### src/rtl/assert_macros.svh
// ----------------------------------------------------------------------------
// Assertion macros
// Concurrent assertion shorthands shared by the RTL; ASSERT_OFF drops them.
// ----------------------------------------------------------------------------
`ifndef ASSERT_MACROS_SVH
`define ASSERT_MACROS_SVH

`ifndef ASSERT_OFF
// Same-cycle implication, checked outside reset
`define ASSERT_IMPLIES(label, clk, rst, ante, cons, msg) \
   label: assert property (@(posedge clk) disable iff (rst) (ante) |-> (cons)) \
      else $error(msg);
// Next-cycle implication, checked outside reset
`define ASSERT_NEXT(label, clk, rst, ante, cons, msg) \
   label: assert property (@(posedge clk) disable iff (rst) (ante) |=> (cons)) \
      else $error(msg);
`else
`define ASSERT_IMPLIES(label, clk, rst, ante, cons, msg)
`define ASSERT_NEXT(label, clk, rst, ante, cons, msg)
`endif

`endif

### src/rtl/ads_pkg.sv
// ----------------------------------------------------------------------------
// Ascending/descending sorter package
// Sizes and sequencer states of the exchange sorter.
// ----------------------------------------------------------------------------
`default_nettype none

package ads_pkg;

   localparam int DATA_W    = 32;
   localparam int MAX_ITEMS = 32;
   localparam int IDX_W     = $clog2(MAX_ITEMS);
   localparam int CNT_W     = IDX_W + 1;

   typedef enum logic [2:0] {
      ST_FILL,
      ST_LOAD_I,
      ST_GET_I,
      ST_CMP,
      ST_STORE_I,
      ST_EMIT_LOAD,
      ST_EMIT_HOLD
   } ads_state_type;

endpackage

`default_nettype wire

### src/rtl/ascending_descending_sorter.sv
// ----------------------------------------------------------------------------
// Ascending/descending sorter
// Collects a run of signed words, exchange-sorts them in place with one
// shared comparator, then streams them out ascending and then descending.
// ----------------------------------------------------------------------------
//
//  Channel | Direction | Payload
//  --------+-----------+----------------------------------------------------
//  req     | in        | tdata[31:0] value, tlast is_last
//  rsp     | out       | tdata[31:0] sorted_value, tuser[0] descending,
//          |           | tuser[1] overflow, tlast end_of_run
//
//  Words are accepted back to back while the run is collected. After the final
//  one the sort runs on a single comparator and one read port of the store,
//  then each result passes through a store read and then the output register,
//  and waits out any rsp stall. req_tready is low from the final transaction
//  until the last result is taken. Reset clears the count, the overflow flag
//  and the sequencer; the store needs no clearing.
// ----------------------------------------------------------------------------
`default_nettype none

`include "assert_macros.svh"

module ascending_descending_sorter (
   input  wire logic                        clock,
   input  wire logic                        reset,
   input  wire logic                        req_tvalid,
   output logic                             req_tready,
   input  wire logic [ads_pkg::DATA_W-1:0]  req_tdata,   // [31:0] value
   input  wire logic                        req_tlast,   // is_last
   output logic                             rsp_tvalid,
   input  wire logic                        rsp_tready,
   output logic [ads_pkg::DATA_W-1:0]       rsp_tdata,   // [31:0] sorted_value
   output logic [1:0]                       rsp_tuser,   // [0] descending, [1] overflow
   output logic                             rsp_tlast    // end_of_run
);

   import ads_pkg::*;

   ads_state_type state_ff, state_in;

   logic [CNT_W-1:0]  count_ff, count_in;
   logic              ovf_ff, ovf_in;
   logic [IDX_W-1:0]  i_ff, i_in;
   logic [CNT_W-1:0]  j_ff, j_in;
   logic [IDX_W-1:0]  k_ff, k_in;
   logic              desc_ff, desc_in;
   logic [DATA_W-1:0] cur_ff, cur_in;

   logic [DATA_W-1:0] out_value_ff, out_value_in;
   logic              out_desc_ff, out_desc_in;
   logic              out_end_ff, out_end_in;
   logic              out_ovf_ff, out_ovf_in;

   logic [DATA_W-1:0] mem [MAX_ITEMS];
   logic [DATA_W-1:0] rd_data_ff;
   logic [IDX_W-1:0]  rd_addr;
   logic              wr_en;
   logic [IDX_W-1:0]  wr_addr;
   logic [DATA_W-1:0] wr_data;

   logic              req_fire;
   logic              rsp_fire;
   logic [CNT_W-1:0]  i_next;
   logic [CNT_W-1:0]  j_next;
   logic              has_room;
   logic              is_less;

   assign req_fire = req_tvalid && req_tready;
   assign rsp_fire = rsp_tvalid && rsp_tready;
   assign i_next   = {1'b0, i_ff} + CNT_W'(1);
   assign j_next   = j_ff + CNT_W'(1);
   assign has_room = (count_ff < CNT_W'(MAX_ITEMS));
   assign is_less  = ($signed(rd_data_ff) < $signed(cur_ff));

   // Next state of the sequencer
   always_comb begin
      state_in = state_ff;
      case (state_ff)
         ST_FILL: begin
            if (req_fire && req_tlast) begin
               state_in = ST_LOAD_I;
            end
         end
         ST_LOAD_I: begin
            state_in = ST_GET_I;
         end
         ST_GET_I: begin
            state_in = (i_next == count_ff) ? ST_STORE_I : ST_CMP;
         end
         ST_CMP: begin
            if (j_next == count_ff) begin
               state_in = ST_STORE_I;
            end
         end
         ST_STORE_I: begin
            state_in = (i_next == count_ff) ? ST_EMIT_LOAD : ST_LOAD_I;
         end
         ST_EMIT_LOAD: begin
            state_in = ST_EMIT_HOLD;
         end
         ST_EMIT_HOLD: begin
            if (rsp_fire) begin
               state_in = (desc_ff && (k_ff == '0)) ? ST_FILL : ST_EMIT_LOAD;
            end
         end
         default: begin
            state_in = ST_FILL;
         end
      endcase
   end

   // Datapath controls: store access, comparator, output register loads
   always_comb begin
      count_in     = count_ff;
      ovf_in       = ovf_ff;
      i_in         = i_ff;
      j_in         = j_ff;
      k_in         = k_ff;
      desc_in      = desc_ff;
      cur_in       = cur_ff;
      out_value_in = out_value_ff;
      out_desc_in  = out_desc_ff;
      out_end_in   = out_end_ff;
      out_ovf_in   = out_ovf_ff;
      rd_addr      = k_ff;
      wr_en        = 1'b0;
      wr_addr      = count_ff[IDX_W-1:0];
      wr_data      = req_tdata;
      case (state_ff)
         ST_FILL: begin
            // store while there is room, else flag the drop
            if (req_fire) begin
               if (has_room) begin
                  wr_en    = 1'b1;
                  count_in = count_ff + CNT_W'(1);
               end else begin
                  ovf_in = 1'b1;
               end
               i_in = '0;
            end
         end
         ST_LOAD_I: begin
            rd_addr = i_ff;
         end
         ST_GET_I: begin
            // hold position i in the working register, fetch i+1
            cur_in  = rd_data_ff;
            j_in    = i_next;
            rd_addr = i_next[IDX_W-1:0];
         end
         ST_CMP: begin
            // swap the smaller word into the working register
            if (is_less) begin
               wr_en   = 1'b1;
               wr_addr = j_ff[IDX_W-1:0];
               wr_data = cur_ff;
               cur_in  = rd_data_ff;
            end
            j_in    = j_next;
            rd_addr = j_next[IDX_W-1:0];
         end
         ST_STORE_I: begin
            // settle position i and advance
            wr_en   = 1'b1;
            wr_addr = i_ff;
            wr_data = cur_ff;
            i_in    = i_next[IDX_W-1:0];
            k_in    = '0;
            desc_in = 1'b0;
            rd_addr = '0;
         end
         ST_EMIT_LOAD: begin
            out_value_in = rd_data_ff;
            out_desc_in  = desc_ff;
            out_end_in   = desc_ff && (k_ff == '0);
            out_ovf_in   = ovf_ff;
         end
         ST_EMIT_HOLD: begin
            // advance the emit index once the result is taken
            if (rsp_fire) begin
               if (!desc_ff) begin
                  if ({1'b0, k_ff} + CNT_W'(1) == count_ff) begin
                     desc_in = 1'b1;
                  end else begin
                     k_in = k_ff + IDX_W'(1);
                  end
               end else if (k_ff == '0) begin
                  count_in = '0;
                  ovf_in   = 1'b0;
               end else begin
                  k_in = k_ff - IDX_W'(1);
               end
               rd_addr = k_in;
            end
         end
         default: begin
         end
      endcase
   end

   // Control registers
   always_ff @(posedge clock) begin
      if (reset) begin
         state_ff <= ST_FILL;
         count_ff <= '0;
         ovf_ff   <= 1'b0;
         i_ff     <= '0;
         j_ff     <= '0;
         k_ff     <= '0;
         desc_ff  <= 1'b0;
      end else begin
         state_ff <= state_in;
         count_ff <= count_in;
         ovf_ff   <= ovf_in;
         i_ff     <= i_in;
         j_ff     <= j_in;
         k_ff     <= k_in;
         desc_ff  <= desc_in;
      end
   end

   // Payload registers
   always_ff @(posedge clock) begin
      cur_ff       <= cur_in;
      out_value_ff <= out_value_in;
      out_desc_ff  <= out_desc_in;
      out_end_ff   <= out_end_in;
      out_ovf_ff   <= out_ovf_in;
   end

   // Value store: one write port, one registered read port
   always_ff @(posedge clock) begin
      if (wr_en) begin
         mem[wr_addr] <= wr_data;
      end
      rd_data_ff <= mem[rd_addr];
   end

   assign req_tready = (state_ff == ST_FILL);
   assign rsp_tvalid = (state_ff == ST_EMIT_HOLD);
   assign rsp_tdata  = out_value_ff;
   assign rsp_tuser  = {out_ovf_ff, out_desc_ff};
   assign rsp_tlast  = out_end_ff;

   `ASSERT_IMPLIES(a_no_overlap, clock, reset, req_tready, !rsp_tvalid, "accepting while emitting")
   `ASSERT_IMPLIES(a_count_cap, clock, reset, 1'b1, count_ff <= CNT_W'(MAX_ITEMS), "count past capacity")
   `ASSERT_IMPLIES(a_end_desc, clock, reset, rsp_tvalid && rsp_tlast, rsp_tuser[0], "end of run outside descending pass")
   `ASSERT_NEXT(a_run_clear, clock, reset, rsp_fire && rsp_tlast, req_tready && (count_ff == '0) && !ovf_ff, "run state not cleared")

endmodule

`default_nettype wire

### config.mk
export PLATFORM = sky130hd
export DESIGN_NAME = ascending_descending_sorter
export DESIGN_NICKNAME = d
export VERILOG_FILES = /design/src/rtl/ads_pkg.sv /design/src/rtl/ascending_descending_sorter.sv
export VERILOG_INCLUDE_DIRS = /design/src /design/src/rtl
export SDC_FILE = /design/constraint.sdc
export NUM_CORES = 2
export LEC_CHECK = 0
export BUFFER_PORTS_ARGS = -buffer_cell sky130_fd_sc_hd__buf_2
export CAP_MARGIN = 20
export CORE_UTILIZATION = 57
export DETAILED_ROUTE_END_ITERATION = 7
export MAX_ROUTING_LAYER = met4
export PLACE_DENSITY = 0.75
export SYNTH_ARGS = -nofsm -noshare
export SYNTH_HDL_FRONTEND = slang
export SYNTH_SLANG_ARGS = --single-unit
### constraint.sdc
create_clock -name clock -period 4.41 [get_ports clock]
set_input_delay 0.441 -clock clock [delete_from_list [all_inputs] [get_ports clock]]
set_output_delay 0.441 -clock clock [all_outputs]
set_load 0.01 [all_outputs]
==> metrics <==
Critical Path End Type flip-flop; Synth Cell Area 0.04841 mm2; HP Start req_tvalid; port buffer count 73; critical path class reg2reg; Layout fillers 5512; Synth Net Count 3339; Initial Util 0.5775; die width 293.4 um; Yosys warnings 0; reg2reg end mem[3][21]$_DFFE_PP_; vias per cell 6.872; status finished, final reports clean; Yosys top cell area share 0.6768; Worst-path clk slew 0.06 ns; largest net degree at the start of global routing 169; Pwr Total 0.03000 W; Die ar. 0.08610 mm2; worst relative slew slack 0.2612; CP bufs+invs 7; Layout area overhead 16.68%; DR pass1 iterations 7; Final Hold Fails 0; CTS Buf Count 110; post-synth cell types 70; Worst-Margin Slew 1.106 ns; # nets final 3496; final-report max-slew violation count 0; # H-tree levels 3; GP Congestion 0.9038; Setup violations, final 0; Clock Skews 0.03950 ns; synth top area cells edfxtp_1, mux2i_1, o221ai_1; DRC errors left 0; reg2reg path depth 17; Worst R2R Setup Slack 0.10 ns; Die Height 293.4 um; leak pwr 19.42 nW; max_cap viols 0; number of flops mapped to enable cells by yosys 1091; post-layout min period 4.306 ns; vias in the first global route 30980; layout cells sized above 1 0.1914; Worst Hold Path EP ovf_ff$_SDFFE_PP0P_; # hold bufs at CTS 0; CORE AREA 0.08382 mm2; fmax 232.2 MHz; CP arrival 4.68 ns; crit start category flip-flop; Hold Path Cell Cnt 3; Mapped Cells 3266; Most used DFF post-synth edfxtp_1; most frequent CP cell buf_4; num ports 74; clock buffer depth 3; global-route wire length before repair 202.0 mm; RSZ-0062 raised after global routing no; antenna violation net count after detailed routing 0; GRT overflow 0; asr flop ratio synth 0; Setup TNS 0 ns; drt total wl 137.9 mm; Clk Latency, worst-skew pair 0.71 ns; post-synth top area cell edfxtp_1; gr usage total 0.3281; Seq/Total Area, Yosys 0.7012; WL per Instance 29.64 um; Final period util 0.9764; crit-path max FO 16; syn_area_per_cell 14.82 um2; worst r2r src cur_ff[28]$_DFFE_PP_; slowest CP cell edfxtp_1; crit path cell chain inv_1, ha_1, nand4_1, nor3_1, buf_4, o221ai_1, o22ai_1, buf_4, or3_1, nand4_1, buf_4, buf_4, mux2i_2, nand3_1, buf_4, nor2_4, buf_12; initial antenna violation count 1; CTS tree built; hold crit path type in2reg; #FFs+latches synth 1150; Top delay family on crit path buffers and inverters; clk sinks 1150; crit-path max cell delay 0.44 ns; Peak VDD IR 0.3960 mV; DP Wirelength 80.87 mm; Initial DRC Count 5117; CTS Root Cell clkbuf_16; Vias 31970; pwr/cell area 531.2 mW/mm2; # rows 106; required time of the critical path 4.79 ns
[worst min-delay path: stages]
cell and delay, ns:
buf_2 0.11, nand3_1 0.10, a21oi_1 0.07
[kinds of logic after synthesis]
kind of cell	synth area share
AND/OR/NAND/NOR	0.03908
AO/OA/AOI/OAI	0.1422
buffers and inverters	0.04128
flip-flops	0.7012
multiplexers	0.06022
XOR/XNOR	0.006694
adder cells (fa/ha/maj)	0.009305
[power by group]
part | switching [W] | leakage (nW) | internal [W] | total [W]
Clock | 0.00403 | 1.77 | 0.00549 | 0.00952
Sequential | 0.000387 | 10.3 | 0.0127 | 0.0131
Combinational | 0.00466 | 7.34 | 0.00275 | 0.00742
Total | 0.00908 | 19.4 | 0.0209 | 0.0300
[worst max path at each step]
stage / from / end / slack, ns / cells after the start
2_1_floorplan: cur_ff[29]$_DFFE_PP_ / mem[16][0]$_DFFE_PP_ / -0.01 / 11
3_3_place_gp: k_ff[1]$_SDFFE_PP0P_ / rd_data_ff[2]$_DFF_P_ / 0.14 / 16
3_5_place_dp: k_ff[1]$_SDFFE_PP0P_ / rd_data_ff[2]$_DFF_P_ / 0.10 / 16
4_1_cts: k_ff[1]$_SDFFE_PP0P_ / rd_data_ff[28]$_DFF_P_ / 0.08 / 15
5_1_grt: cur_ff[28]$_DFFE_PP_ / mem[3][21]$_DFFE_PP_ / 0.03 / 17
6_report: cur_ff[28]$_DFFE_PP_ / mem[3][21]$_DFFE_PP_ / 0.10 / 17
[flip-flops by register name, summed over array words and instances (netlist names)]
name,flops
count_ff,6
cur_ff,32
desc_ff,1
i_ff,5
j_ff,6
k_ff,5
mem,1024
out_desc_ff,1
out_ovf_ff,1
ovf_ff,1
rd_data_ff,32
rsp_tdata,32
rsp_tlast,1
state_ff,3
[routing by layer]
| metal | vias up | global-route usage | routed length, um |
|---|---|---|---|
| li1 | 13320 | - | - |
| met1 | 15920 | 0.4378 | 51690 |
| met2 | 2315 | 0.4974 | 64260 |
| met3 | 408 | 0.06634 | 15970 |
| met4 | 0 | 0.1317 | 5960 |
| met5 | - | - | 0 |
[cells in the mapped netlist, drive strengths merged (52+ instances only)]
cell type	n
a211oi	74
o221a	62
o22ai	70
a21o	104
nand2	188
o211ai	189
a32oi	66
dfxtp	59
inv	227
nor2	69
buf	62
mux2i	181
o21ai	52
o221ai	187
edfxtp	1091
clkbuf	218
[cell usage in the layout (no fill, tap or decap), types with 37 or more instances in the layout]
cell,n
edfxtp_1,1091
inv_1,226
o211ai_1,189
o221ai_1,187
nand2_1,186
mux2i_1,180
buf_4,128
buf_12,116
clkbuf_16,114
a21o_1,104
a211oi_1,73
buf_2,73
o22ai_1,68
a32oi_1,66
o221a_2,62
dfxtp_1,58
o21ai_0,48
nor3_1,40
nand4_1,40
nor2_4,37
[stage by stage]
stage / cells / setup slack [ns] / utilization / hold slack (ns) / instance area [um2]
after CTS: 4642 / 0.08462 / 0.6722 / 0.07601 / 56340
after floorplan: 3266 / -0.01492 / - / 0.4019 / 48410
after global placement: 4437 / 0.1444 / 0.6291 / 0.4153 / 52730
final: 4652 / 0.1040 / 0.6738 / 0.09086 / 56480
after detailed placement: 4437 / 0.1030 / 0.6291 / 0.4305 / 52730
after global routing: 4651 / 0.03290 / 0.6738 / 0.09702 / 56480
[final cells by class]
cell class	count	area (um2)	area share
Clock buffer	154	3030	0.05365
Multi-Input combinational cell	1610	12880	0.2280
Clock inverter	51	580.6	0.01028
Inverter	227	852.1	0.01509
Timing Repair Buffer	324	3771	0.06677
Sequential cell	1150	33940	0.6010
Tap cell	1134	1419	0.02512
Antenna cell	2	5.005	0.00008861
[repair_timing]
| action | in CTS | in global routing |
|---|---|---|
| resized for setup | 0 | 9 |
| setup buffers | 0 | 4 |
| setup endpoints to repair | 0 | 129 |
Note: power is estimated with default switching activity, not from simulation.
